==> src/rc4a85_pkg.sv <==
`timescale 1ns / 1ps
// Shared types and constants for the keyed stream cipher with ASCII85 armor.
package rc4a85_pkg;

   localparam int BYTE_W           = 8;
   localparam int SBOX_DEPTH       = 256;
   localparam int KEY_W            = 64;
   localparam int KEY_SEL_W        = 6;
   localparam int KEY_BITS_DEFAULT = 64;
   localparam int WORD_W           = 32;
   localparam int CHAR_W           = 7;
   localparam int DIGITS           = 5;
   localparam int DIGIT_CNT_W      = 3;
   localparam int GROUP_CNT_W      = 2;

   localparam logic [CHAR_W-1:0] A85_OFFSET = 7'd33;
   localparam logic [CHAR_W-1:0] A85_BASE   = 7'd85;

   // floor(w / 85) == (w * RECIP_85) >> RECIP_SHIFT for every 32-bit w.
   localparam logic [WORD_W-1:0] RECIP_85    = 32'hC0C0_C0C1;
   localparam int                RECIP_SHIFT = 38;
   localparam int                QUOT_W      = 2 * WORD_W - RECIP_SHIFT;

   typedef enum logic [3:0] {
      ST_IDLE,
      ST_FILL,
      ST_RD_I,
      ST_RD_J,
      ST_WR_I,
      ST_WR_J,
      ST_DIV_MUL,
      ST_DIV_SUB,
      ST_EMIT
   } state_type;

   typedef struct packed {
      logic capture;
      logic sched_init;
      logic fill_wr;
      logic rd_i;
      logic rd_j;
      logic wr_i;
      logic wr_j;
      logic sched;
      logic pad;
      logic div_mul;
      logic div_sub;
      logic out_load;
      logic out_last;
   } cmd_type;

   typedef struct packed {
      logic i_last;
      logic grp_last;
      logic eom;
   } status_type;

endpackage

==> src/rc4a85_ram.sv <==
`timescale 1ns / 1ps
// Generic single-write, single-read RAM with registered read data.
module rc4a85_ram #(
   parameter int WIDTH = 8,
   parameter int DEPTH = 256
) (
   input  logic                     clock,
   input  logic                     wr_en,
   input  logic [$clog2(DEPTH)-1:0] wr_addr,
   input  logic [WIDTH-1:0]         wr_data,
   input  logic [$clog2(DEPTH)-1:0] rd_addr,
   output logic [WIDTH-1:0]         rd_data
);

   logic [WIDTH-1:0] mem_ff [DEPTH];
   logic [WIDTH-1:0] rd_data_ff;

   always_ff @(posedge clock) begin
      if (wr_en) begin
         mem_ff[wr_addr] <= wr_data;
      end
      rd_data_ff <= mem_ff[rd_addr];
   end

   assign rd_data = rd_data_ff;

endmodule

==> src/rc4a85_datapath.sv <==
`timescale 1ns / 1ps
// Datapath: S-box memory, swap indices, word packing, base-85 digit unit, output register.
module rc4a85_datapath #(
   parameter int KEY_BITS = rc4a85_pkg::KEY_BITS_DEFAULT
) (
   input  logic                              clock,
   input  logic                              reset,
   input  rc4a85_pkg::cmd_type               cmd,
   output rc4a85_pkg::status_type            status,
   input  logic [rc4a85_pkg::BYTE_W-1:0]     req_plain_byte,
   input  logic                              req_end_of_message,
   input  logic                              csr_write_enable,
   input  logic [rc4a85_pkg::KEY_W-1:0]      csr_write_data,
   output logic [rc4a85_pkg::CHAR_W-1:0]     rsp_armor_char,
   output logic                              rsp_last_char
);
   import rc4a85_pkg::*;

   localparam int KIDX_W = (KEY_BITS > 1) ? $clog2(KEY_BITS) : 1;
   localparam logic [KIDX_W-1:0] KIDX_LAST = KIDX_W'(KEY_BITS - 1);

   logic [KEY_W-1:0]        key_ff;
   logic [BYTE_W-1:0]       plain_ff;
   logic                    eom_ff;
   logic [BYTE_W-1:0]       i_ff, i_in;
   logic [BYTE_W-1:0]       j_ff, j_in;
   logic [BYTE_W-1:0]       si_ff, sj_ff, t_ff;
   logic [KIDX_W-1:0]       kidx_ff;
   logic [GROUP_CNT_W-1:0]  grp_ff;
   logic [WORD_W-1:0]       word_ff;
   logic [2*WORD_W-1:0]     prod_ff;
   logic [CHAR_W-1:0]       dig_ff [DIGITS];
   logic [CHAR_W-1:0]       char_ff;
   logic                    last_ff;

   logic                    ram_we;
   logic [BYTE_W-1:0]       ram_waddr, ram_wdata, ram_raddr, ram_rdata;
   logic                    key_bit;
   logic [BYTE_W-1:0]       ks_byte, enc_byte;
   logic [QUOT_W-1:0]       quot;
   logic [WORD_W-1:0]       rem_full;

   rc4a85_ram #(
      .WIDTH (BYTE_W),
      .DEPTH (SBOX_DEPTH)
   ) u_sbox (
      .clock   (clock),
      .wr_en   (ram_we),
      .wr_addr (ram_waddr),
      .wr_data (ram_wdata),
      .rd_addr (ram_raddr),
      .rd_data (ram_rdata)
   );

   assign key_bit = key_ff[KEY_SEL_W'(kidx_ff)];

   // The swap may touch the entry read for the keystream, so forward it.
   always_comb begin
      priority if (t_ff == i_ff) begin
         ks_byte = sj_ff;
      end else if (t_ff == j_ff) begin
         ks_byte = si_ff;
      end else begin
         ks_byte = ram_rdata;
      end
   end

   assign enc_byte = cmd.pad ? ks_byte : (plain_ff ^ ks_byte);
   assign quot     = prod_ff[2*WORD_W-1:RECIP_SHIFT];
   assign rem_full = word_ff - (WORD_W'(quot) * WORD_W'(A85_BASE));

   always_comb begin
      ram_we    = 1'b0;
      ram_waddr = i_ff;
      ram_wdata = i_ff;
      ram_raddr = i_ff;
      i_in      = i_ff;
      j_in      = j_ff;
      if (cmd.fill_wr) begin
         ram_we = 1'b1;
         i_in   = i_ff + 8'd1;
      end
      if (cmd.rd_i && !cmd.sched) begin
         i_in      = i_ff + 8'd1;
         ram_raddr = i_ff + 8'd1;
      end
      if (cmd.rd_j) begin
         j_in      = BYTE_W'(j_ff + ram_rdata + {7'd0, cmd.sched & key_bit});
         ram_raddr = j_in;
      end
      if (cmd.wr_i) begin
         ram_we    = 1'b1;
         ram_waddr = i_ff;
         ram_wdata = ram_rdata;
         ram_raddr = BYTE_W'(si_ff + ram_rdata);
      end
      if (cmd.wr_j) begin
         ram_we    = 1'b1;
         ram_waddr = j_ff;
         ram_wdata = si_ff;
         if (cmd.sched) begin
            i_in = i_ff + 8'd1;
         end
      end
      if (cmd.sched_init) begin
         i_in = '0;
         j_in = '0;
      end
   end

   always_ff @(posedge clock) begin
      if (reset) begin
         key_ff  <= '0;
         i_ff    <= '0;
         j_ff    <= '0;
         kidx_ff <= '0;
         grp_ff  <= '0;
      end else begin
         if (csr_write_enable) begin
            key_ff <= csr_write_data;
         end
         i_ff <= i_in;
         j_ff <= j_in;
         if (cmd.sched_init) begin
            kidx_ff <= '0;
            grp_ff  <= '0;
         end else if (cmd.wr_j && cmd.sched) begin
            kidx_ff <= (kidx_ff == KIDX_LAST) ? '0 : kidx_ff + 1'b1;
         end else if (cmd.wr_j) begin
            grp_ff <= grp_ff + 1'b1;
         end
      end
   end

   always_ff @(posedge clock) begin
      if (cmd.capture) begin
         plain_ff <= req_plain_byte;
         eom_ff   <= req_end_of_message;
      end
      if (cmd.rd_j) begin
         si_ff <= ram_rdata;
      end
      if (cmd.wr_i) begin
         sj_ff <= ram_rdata;
         t_ff  <= BYTE_W'(si_ff + ram_rdata);
      end
      if (cmd.wr_j && !cmd.sched) begin
         word_ff <= {word_ff[WORD_W-BYTE_W-1:0], enc_byte};
      end
      if (cmd.div_mul) begin
         prod_ff <= word_ff * RECIP_85;
      end
      if (cmd.div_sub) begin
         word_ff   <= WORD_W'(quot);
         dig_ff[0] <= rem_full[CHAR_W-1:0];
         for (int k = 1; k < DIGITS; k++) begin
            dig_ff[k] <= dig_ff[k-1];
         end
      end
      // Digits were pushed least significant first, so slot 0 holds the leading one.
      if (cmd.out_load) begin
         char_ff <= dig_ff[0] + A85_OFFSET;
         last_ff <= cmd.out_last;
         for (int k = 0; k < DIGITS - 1; k++) begin
            dig_ff[k] <= dig_ff[k+1];
         end
      end
   end

   assign status.i_last   = (i_ff == 8'hFF);
   assign status.grp_last = (grp_ff == 2'd3);
   assign status.eom      = eom_ff;

   assign rsp_armor_char = char_ff;
   assign rsp_last_char  = last_ff;

endmodule

==> src/rc4a85_ctrl.sv <==
`timescale 1ns / 1ps
// Controller state machine: sequences fill, key schedule, keystream, conversion and output.
module rc4a85_ctrl (
   input  logic                    clock,
   input  logic                    reset,
   input  logic                    req_valid,
   output logic                    req_ready,
   output logic                    rsp_valid,
   input  logic                    rsp_ready,
   input  rc4a85_pkg::status_type  status,
   output rc4a85_pkg::cmd_type     cmd
);
   import rc4a85_pkg::*;

   localparam logic [DIGIT_CNT_W-1:0] DIGIT_LAST = DIGIT_CNT_W'(DIGITS - 1);

   state_type               state_ff, state_in;
   logic                    in_msg_ff, in_msg_in;
   logic                    sched_ff, sched_in;
   logic                    pad_ff, pad_in;
   logic                    valid_ff, valid_in;
   logic [DIGIT_CNT_W-1:0]  cnt_ff, cnt_in;

   always_ff @(posedge clock) begin
      if (reset) begin
         state_ff  <= ST_IDLE;
         in_msg_ff <= 1'b0;
         sched_ff  <= 1'b0;
         pad_ff    <= 1'b0;
         valid_ff  <= 1'b0;
         cnt_ff    <= '0;
      end else begin
         state_ff  <= state_in;
         in_msg_ff <= in_msg_in;
         sched_ff  <= sched_in;
         pad_ff    <= pad_in;
         valid_ff  <= valid_in;
         cnt_ff    <= cnt_in;
      end
   end

   always_comb begin
      state_in  = state_ff;
      in_msg_in = in_msg_ff;
      sched_in  = sched_ff;
      pad_in    = pad_ff;
      cnt_in    = cnt_ff;
      valid_in  = valid_ff & ~rsp_ready;
      req_ready = 1'b0;
      cmd       = '0;
      cmd.sched = sched_ff;
      cmd.pad   = pad_ff;

      unique case (state_ff)
         ST_IDLE: begin
            req_ready = 1'b1;
            if (req_valid) begin
               cmd.capture = 1'b1;
               pad_in      = 1'b0;
               if (!in_msg_ff) begin
                  cmd.sched_init = 1'b1;
                  sched_in       = 1'b1;
                  state_in       = ST_FILL;
               end else begin
                  state_in = ST_RD_I;
               end
            end
         end
         ST_FILL: begin
            cmd.fill_wr = 1'b1;
            if (status.i_last) begin
               state_in = ST_RD_I;
            end
         end
         ST_RD_I: begin
            cmd.rd_i = 1'b1;
            state_in = ST_RD_J;
         end
         ST_RD_J: begin
            cmd.rd_j = 1'b1;
            state_in = ST_WR_I;
         end
         ST_WR_I: begin
            cmd.wr_i = 1'b1;
            state_in = ST_WR_J;
         end
         ST_WR_J: begin
            cmd.wr_j = 1'b1;
            if (sched_ff) begin
               // Schedule ends with i wrapped back to zero; j carries over.
               if (status.i_last) begin
                  sched_in  = 1'b0;
                  in_msg_in = 1'b1;
               end
               state_in = ST_RD_I;
            end else if (status.grp_last) begin
               cnt_in = '0;
               if (status.eom) begin
                  in_msg_in = 1'b0;
               end
               state_in = ST_DIV_MUL;
            end else if (status.eom) begin
               // Pad the final group with bare keystream bytes.
               pad_in   = 1'b1;
               state_in = ST_RD_I;
            end else begin
               state_in = ST_IDLE;
            end
         end
         ST_DIV_MUL: begin
            cmd.div_mul = 1'b1;
            state_in    = ST_DIV_SUB;
         end
         ST_DIV_SUB: begin
            cmd.div_sub = 1'b1;
            if (cnt_ff == DIGIT_LAST) begin
               cnt_in   = '0;
               state_in = ST_EMIT;
            end else begin
               cnt_in   = cnt_ff + 1'b1;
               state_in = ST_DIV_MUL;
            end
         end
         ST_EMIT: begin
            if (!valid_ff || rsp_ready) begin
               cmd.out_load = 1'b1;
               cmd.out_last = status.eom && (cnt_ff == DIGIT_LAST);
               valid_in     = 1'b1;
               if (cnt_ff == DIGIT_LAST) begin
                  cnt_in   = '0;
                  state_in = ST_IDLE;
               end else begin
                  cnt_in = cnt_ff + 1'b1;
               end
            end
         end
         default: begin
            state_in = ST_IDLE;
         end
      endcase
   end

   assign rsp_valid = valid_ff;

endmodule

==> src/rc4_variant_ascii85_encrypt.sv <==
`timescale 1ns / 1ps
// Top level: keyed stream cipher over a 256-entry S-box with ASCII85 armored output.
//
// Each plaintext byte is taken in the idle state and then goes through the S-box
// memory steps read S[i], read S[j], write S[i] with keystream read and write S[j].
// The first byte of a message first fills the S-box and runs the key schedule,
// whose steps use the same memory sequence. A completed group of four bytes then
// goes through base-85 conversion (multiply and subtract per digit) and hands out
// its characters, waiting under backpressure; each pad byte of the final group runs
// the memory steps without a new byte being taken. A new key written on the csr port
// takes effect at the next key schedule, and the character register lets the next
// byte be accepted while the last character of a group still waits for its transfer.
module rc4_variant_ascii85_encrypt #(
   parameter int KEY_BITS = rc4a85_pkg::KEY_BITS_DEFAULT
) (
   input  logic                            clock,
   input  logic                            reset,
   input  logic                            req_valid,
   output logic                            req_ready,
   input  logic [rc4a85_pkg::BYTE_W-1:0]   req_plain_byte,
   input  logic                            req_end_of_message,
   output logic                            rsp_valid,
   input  logic                            rsp_ready,
   output logic [rc4a85_pkg::CHAR_W-1:0]   rsp_armor_char,
   output logic                            rsp_last_char,
   input  logic                            csr_write_enable,
   input  logic [rc4a85_pkg::KEY_W-1:0]    csr_write_data
);
   import rc4a85_pkg::*;

   cmd_type    cmd;
   status_type status;

   rc4a85_ctrl u_ctrl (
      .clock     (clock),
      .reset     (reset),
      .req_valid (req_valid),
      .req_ready (req_ready),
      .rsp_valid (rsp_valid),
      .rsp_ready (rsp_ready),
      .status    (status),
      .cmd       (cmd)
   );

   rc4a85_datapath #(
      .KEY_BITS (KEY_BITS)
   ) u_datapath (
      .clock              (clock),
      .reset              (reset),
      .cmd                (cmd),
      .status             (status),
      .req_plain_byte     (req_plain_byte),
      .req_end_of_message (req_end_of_message),
      .csr_write_enable   (csr_write_enable),
      .csr_write_data     (csr_write_data),
      .rsp_armor_char     (rsp_armor_char),
      .rsp_last_char      (rsp_last_char)
   );

endmodule
==> config.mk <==
export PLATFORM = sky130hd
export DESIGN_NAME = rc4_variant_ascii85_encrypt
export DESIGN_NICKNAME = d
export VERILOG_FILES = /design/src/rc4a85_pkg.sv /design/src/rc4a85_ram.sv /design/src/rc4a85_datapath.sv /design/src/rc4a85_ctrl.sv /design/src/rc4_variant_ascii85_encrypt.sv
export SDC_FILE = /design/constraint.sdc
export NUM_CORES = 2
export LEC_CHECK = 0
export BUFFER_PORTS_ARGS = -buffer_cell sky130_fd_sc_hd__buf_4
export CORE_UTILIZATION = 65
export CTS_BUF_LIST = sky130_fd_sc_hd__clkbuf_4
export CTS_CLUSTER_DIAMETER = 40
export DETAILED_ROUTE_END_ITERATION = 10
export PLACE_DENSITY = 0.83
export SYNTH_ARGS = -nofsm -noshare
export SYNTH_HDL_FRONTEND = slang
export SYNTH_HIERARCHICAL = 1
export SYNTH_SLANG_ARGS = --single-unit
export TNS_END_PERCENT = 5
==> constraint.sdc <==
create_clock -name clock -period 35.6 [get_ports clock]
set_input_delay 7.12 -clock clock [delete_from_list [all_inputs] [get_ports clock]]
set_output_delay 7.12 -clock clock [all_outputs]
set_load 0.03 [all_outputs]
* Word-level counts from Yosys, hierarchy flattened *
Memory sizes are Yosys's and may differ from the RTL's. A register that Yosys moved wholly into a read port is not among the register bits.
Cells that the tools add are included.
W data, S select, Z words.

operators by class
  add/sub/neg operators = 9
  multiply operators = 2
  magnitude comparators = 1
  eq/ne operators = 24
  multiplexer cells = 75
  bitwise gates (word level) = 9
  reduce and logical (&&, ||, !) cells = 21

operators by type and width
  kind                      count
  $mux W8                   13
  $mul A32 B32 Y64 const B  1
  $mux W26                  2
  $pmux W4 S9               1
  $mux W1                   33
  $mux W7                   4
  $mul A26 B7 Y7 const B    1
  $mux W4                   6
  $add A8 B8 Y8             2
  $eq A4 B3 Y1 const B      4
  $eq A8 B8 Y1              2
  $mux W3                   5
  $ne A2 B2 Y1 const B      7
  $mux W2                   6
  $reduce_and A4 Y1         3
  $pmux W3 S3               1
  $add A8 B1 Y8             1
  $add A8 B1 Y8 const B     1
  $eq A4 B2 Y1 const B      2
  $eq A8 B8 Y1 const B      1
  $reduce_bool A2 Y1        4
  $xor A8 B8 Y8             1
  $add A7 B6 Y7 const B     1
  $lt A6 B7 Y1 const B      1
  other kinds (25)          38

word-level totals
  flip-flop bits (word level) = 236
  bits in writable memories = 2083
  input port bits = 78
  output and inout port bits = 10
  memories = 2

memories
  name                      words  width  rd ports  clocked after memory_dff  write ports  RTL line               source
  u_datapath.u_sbox.mem_ff  256    8      1         1                         1            rc4a85_ram.sv:15       logic [WIDTH-1:0] mem_ff [DEPTH];
  u_datapath.dig_ff         5      7      5         0                         5            rc4a85_datapath.sv:32  logic [CHAR_W-1:0] dig_ff [DIGITS];

* Depth between registers and ports, before layout *
  depth after elaboration = 7
  mapped depth = 26

* Hierarchy *
Netlist, hierarchy kept.

modules (own cells, without submodules)
  module           instances  cells each  area an instance (um^2)  sequential area each (um^2)
  rc4a85_ram       1          3733        79556.3                  61659.1
  rc4a85_datapath  1          1964        20561.0                  5725.5
  rc4a85_ctrl      1          96          763.2                    220.2

* Worst setup path before layout *
OpenSTA, ideal clock, no wires.

  path kind = register to register
  start = register u_ctrl.state_ff[2]
  end = memory u_datapath.u_sbox.mem_ff[0][0], data pin
  library setup time = 2.187 ns
  data arrival time = 12.875 ns
  path slack = 20.538 ns
  stages on the path, launching flop included = 7
  period minus slack after synthesis = 15.062 ns
  path through = dfxtp_1 -> buf_6 -> inv_2 -> nor4_1 -> clkbuf_1 -> mux2i_1 -> o21ai_0

RTL lines
  element                 RTL line           source
  start, declared         rc4a85_ctrl.sv:17  state_type state_ff, state_in;
  start signal, assigned  rc4a85_ctrl.sv:33  state_ff <= state_in;
  end, declared           rc4a85_ram.sv:15

* Worst setup path in the final report *
  start = register u_datapath.kidx_ff[0]
  end = register u_datapath.u_sbox.rd_data_ff[4] (netlist: u_datapath/u_sbox/rd_data[4]), read port of u_datapath.u_sbox.mem_ff

on the way
  cells in the longest elaborated chain, start to end = 6

RTL lines
  element                        RTL line                source
  start, declared                rc4a85_datapath.sv:28   logic [KIDX_W-1:0] kidx_ff;
  start signal, assigned         rc4a85_datapath.sv:128  kidx_ff <= (kidx_ff == KIDX_LAST) ? '0 : kidx_ff + 1'b1;
  $bmux W1 S6                    rc4a85_datapath.sv:55   assign key_bit = key_ff[KEY_SEL_W'(kidx_ff)];
  $mux W1 (not written as such)  rc4a85_datapath.sv:55
  $and A1 B1 Y1                  rc4a85_datapath.sv:88   j_in = BYTE_W'(j_ff + ram_rdata + {7'd0, cmd.sched & key_bit});
  $add A8 B1 Y8                  rc4a85_datapath.sv:88
  $mux W8                        rc4a85_datapath.sv:87   if (cmd.rd_j) begin
  $mux W8                        rc4a85_datapath.sv:91   if (cmd.wr_i) begin
  net u_datapath.ram_raddr[0]    rc4a85_datapath.sv:37   logic [BYTE_W-1:0] ram_waddr, ram_wdata, ram_raddr, ram_rdata;
  end, declared                  rc4a85_ram.sv:16        logic [WIDTH-1:0] rd_data_ff;

The timed path passes the listed nets, and every way through them passes these cells. The select of a mux whose other input is x is not followed.
A chain may end at the register's enable or synchronous reset.

==> results by group <==
Power and ir drop
  • Net load switching power: 1870 uW
  • Power density relative to cell area: 59.2 nW/um^2
  • Worst supply voltage drop on vdd: 43.4 uV
  • Sequential power share: 46.5%
  • Part of the total power dissipated in combinational logic: 21.0%
  • Internal power contribution: 4640 uW
  • Clock share of power: 32.5%
  • Net switching fraction of the power: 28.7%
  • Static leakage: 0.0380 uW

Floorplanning
  • Floorplan die height: 396 um
  • Total Die Area: 157000 sq um
  • Area of the core region: 154000 sq um
  • Die width: 396 um
  • # IOs: 88
  • Starting utilization of the core area: 65.5%
  • Total number of placement rows: 144

Clocking
  • Clock tree from TritonCTS: yes
  • Count of hold buffers inserted by post-cts repair: 0
  • Source-to-sink clock delay at the later pin of the worst-skew pair: 1.37 ns
  • Buffer depth of the longest clock path: 4
  • Clock transition at the register clock pins on the worst setup and hold paths after CTS: 0.07 ns
  • Number of buffers inserted during clock tree synthesis: 574
  • Cell at the root of the clock tree: sky130_fd_sc_hd__clkbuf_4
  • Post-CTS setup buffer count: 0
  • Number of sinks on the clock net: 2289
  • CTS HTree Levels: 6
  • Number of gates resized after cts: 0

Timing
  • Endpoints failing setup: 0
  • Final total negative setup slack: 0 ns
  • Hold Fails Final Rpt: 0
  • Crit share post-route: 27.9%
  • Post-route clock skew: 0.170 ns
  • Least setup slack across all paths after layout: 25.68 ns
  • Unrepaired setup endpoints after global routing: false
  • Fmax: 101 MHz
  • Max-slew violations: 0
  • Worst-Margin Slew: 1.31 ns
  • Final critical-path required period: 9.92 ns
  • Headroom to the max-slew limit: 12.5%

Worst setup path
  • Maximum net fanout on the critical path: 55
  • Worst setup path category: reg -> reg
  • Crit end category: flip-flop
  • Data arrival, critical path: 11.12 ns
  • Startpoint kind of the worst setup timing path: flip-flop
  • Data required time at the worst endpoint: 36.81 ns

Yosys
  • Combinational family with the most area after synthesis: multiplexers
  • Sequential cell area fraction in the yosys report: 67.0%
  • Total of flip-flops plus latches after synthesis: 2289
  • Post-Syn Area per Cell: 17.4 sq um
  • Share of synthesized area spent on multiplexers: 13.3%
  • Fraction of synthesized cell area taken by the top area cell type: 64.8%
  • Post-Synthesis Cells: 5793
  • Xor and xnor fraction of the mapped netlist area: 0.868%
  • Area share of and/or/nand/nor cells after synthesis: 3.69%
  • Number of warnings printed during yosys synthesis: 6
  • Largest cells by area after synthesis: sky130_fd_sc_hd__edfxtp_1 (65%), sky130_fd_sc_hd__mux4_2 (10%), sky130_fd_sc_hd__ha_1 (4.3%), sky130_fd_sc_hd__fa_1 (3.5%), sky130_fd_sc_hd__dfxtp_1 (2.2%)
  • Number of unique standard cell types used by synthesis: 84
  • Cell area after synthesis: 101000 sq um
  • Share of the synthesized area in compound gates (AO/OA/AOI/OAI): 4.20%
  • Top_reg_cell synth: sky130_fd_sc_hd__edfxtp_1
  • Cell accounting for the most synthesized area: sky130_fd_sc_hd__edfxtp_1
  • Adder-Cell Fraction of Synth Area: 7.76%
  • Syn_nets: 6392
  • Number of enable-type register cells in the synthesized netlist: 2176
  • Fraction of synthesis flops using an asynchronous set or reset pin: 0%

Run
  • Number of maximum-capacitance violations: 0

Placement
  • Global placer's final weighted congestion: 0.914
  • IO Port Bufs: 87
  • Total half-perimeter wirelength after legalization and detailed placement: 152000 um
  • Placement-stage worst setup slack: 25.67 ns

Route
  • Final WL: 248000 um
  • Vias after detailed routing: 57500
  • 1st-pass router iterations: 9
  • DRC Markers: 0
  • Drt initial violations: 7207
  • Antenna-violating nets left: 0
  • Routed wirelength normalized by instance count: 28.7 um
  • Average vias per placed instance: 6.64

Cells and area
  • Fill cells: 9068
  • Area of combinational cells with multiple inputs: 30300 sq um
  • Proportion of layout cells with a drive suffix above 1: 23.9%
  • Layout overhead on the synthesized area: 8.99%
  • Net count reported at finish: 6821
  • Register Area: 67600 sq um
  • Core Util, Final: 71.4%

GRT
  • Via count of the first global-routing pass: 59000
  • Initial antenna violation count: 11
  • Global route overflow: 0
  • Wire length of the first global-routing pass: 367000 um
  • GRT Util Overall: 31.9%
  • Largest net degree at the start of global routing: 257

Worst hold path
  • Worst min path class: reg -> reg

Status
  • Outcome: finished clean
[worst max-delay path, stage by stage (launching register included)]
cell                      delay, ns
sky130_fd_sc_hd__dfxtp_1       1.11
sky130_fd_sc_hd__mux4_1        0.69
sky130_fd_sc_hd__mux4_2        0.50
sky130_fd_sc_hd__mux4_2        0.50
sky130_fd_sc_hd__nand2_1       0.10
sky130_fd_sc_hd__fa_1          0.44
sky130_fd_sc_hd__nand2_1       0.09
sky130_fd_sc_hd__o21ai_0       0.16
sky130_fd_sc_hd__o21ai_4       0.17
sky130_fd_sc_hd__buf_4         0.65
sky130_fd_sc_hd__buf_4         0.85
sky130_fd_sc_hd__buf_4         0.74
sky130_fd_sc_hd__buf_4         0.92
sky130_fd_sc_hd__buf_4         0.84
sky130_fd_sc_hd__mux4_2        0.60
sky130_fd_sc_hd__a22oi_1       0.29
sky130_fd_sc_hd__a21oi_1       0.18
sky130_fd_sc_hd__nor4_1        0.68
sky130_fd_sc_hd__nor4_1        0.13
[kinds of logic after synthesis]
kind of cell | count (synthesis)
AND/OR/NAND/NOR | 821
buffers and inverters | 687
AO/OA/AOI/OAI | 640
adder cells (fa/ha/maj) | 521
XOR/XNOR | 100
flip-flops | 2289
multiplexers | 735
[flip-flops by register name, indices dropped and copies added, names as in the netlist, 2 cells and up]
name / flops
u_datapath/u_sbox/mem_ff: 2048
u_datapath/plain_ff: 8
u_datapath/grp_ff: 2
u_datapath/u_sbox/rd_data: 8
u_datapath/dig_ff: 35
u_datapath/j_ff: 8
u_datapath/key_ff: 64
u_datapath/kidx_ff: 6
u_datapath/sj_ff: 8
u_ctrl/state_ff: 4
u_datapath/i_ff: 8
u_datapath/word_ff: 32
u_datapath/t_ff: 8
u_datapath/si_ff: 8
u_ctrl/cnt_ff: 3
u_datapath/rsp_armor_char: 7
u_datapath/prod_ff: 26
[power groups by stage]
stage / Combinational, uW / Sequential [uW] / Clock, uW
floorplan: 1020 / 3090 / 0
global placement: 1320 / 3080 / 0
CTS: 1360 / 3030 / 2140
detailed placement: 1350 / 3080 / 0
global route: 1480 / 3030 / 2280
finish: 1370 / 3030 / 2110
[final timing paths]
| kind | start | slack (ns) | endpoint | depth (start not counted) |
|---|---|---|---|---|
| setup / recovery | u_datapath/kidx_ff[0] | 25.68 | u_datapath/u_sbox/rd_data[4] | 18 |
| setup reg to reg | u_datapath/kidx_ff[0] | 25.68 | u_datapath/u_sbox/rd_data[4] | 18 |
| hold reg to reg | u_datapath/dig_ff[0][27] | 0.45 | u_datapath/dig_ff[1][6] | 0 |
| hold / removal | u_datapath/dig_ff[0][27] | 0.45 | u_datapath/dig_ff[1][6] | 0 |
[layout make-up]
cell class | instances | share of cell area (%)
repair buffers | 152 | 1.13
clock buffers | 798 | 5.45
inverters | 388 | 1.32
diodes | 10 | 0.0228
multi-input cells | 2817 | 27.5
well taps | 2044 | 2.33
clock inverters | 149 | 0.728
flip-flops and latches | 2289 | 61.5
[metal layers]
metal	global-route usage (%)	routed length, um	vias up
met5	0	117	-
met3	9.19	31300	793
met2	50.7	120000	4246
met4	15.2	12400	8
met1	40.9	84600	28600
li1	-	-	23800
[synth_stat cells, drive strengths merged, types with 21 or more instances]
library cell  number
mux4             477
edfxtp          2176
inv              387
clkbuf           149
o221ai            49
buf              150
ha               347
nor4              35
nor3              39
nand2b            26
mux2              42
xor2              38
xnor2             62
nor2b             38
fa               174
nand4             30
o21ai            104
a22oi            135
a21oi            181
a211oi            21
dfxtp            113
o22ai             29
nand3             51
nor2             389
nand2            159
mux2i            216
[through the flow]
step | std cells | instance area (sq um) | hold slack [ns] | total power (uW)
final | 8647 | 110000 | 0.448 | 6510
after global routing | 8643 | 110000 | 0.472 | 6790
after CTS | 8637 | 110000 | 0.452 | 6530
after detailed placement | 7690 | 103000 | 0.441 | 4430
after global placement | 7690 | 103000 | 0.434 | 4400
after floorplan | 5793 | 101000 | 0.420 | 4110
[placed cells by master (no fill, tap or decap), types with 30 or more instances in the layout]
master,count
sky130_fd_sc_hd__xor2_1,38
sky130_fd_sc_hd__nor4_1,31
sky130_fd_sc_hd__o21ai_0,86
sky130_fd_sc_hd__nor2_1,384
sky130_fd_sc_hd__nor3_1,38
sky130_fd_sc_hd__mux4_2,470
sky130_fd_sc_hd__clkbuf_4,798
sky130_fd_sc_hd__mux2i_1,215
sky130_fd_sc_hd__buf_4,144
sky130_fd_sc_hd__nand3_1,44
sky130_fd_sc_hd__clkinv_1,93
sky130_fd_sc_hd__o221ai_1,47
sky130_fd_sc_hd__a22oi_1,134
sky130_fd_sc_hd__dfxtp_1,113
sky130_fd_sc_hd__nor2b_1,35
sky130_fd_sc_hd__xnor2_1,62
sky130_fd_sc_hd__inv_1,386
sky130_fd_sc_hd__nand2_1,159
sky130_fd_sc_hd__ha_1,347
sky130_fd_sc_hd__fa_1,174
sky130_fd_sc_hd__nand4_1,30
sky130_fd_sc_hd__mux2_2,42
sky130_fd_sc_hd__a21oi_1,181
sky130_fd_sc_hd__edfxtp_1,2176
Power figures use the tool's default switching activity.
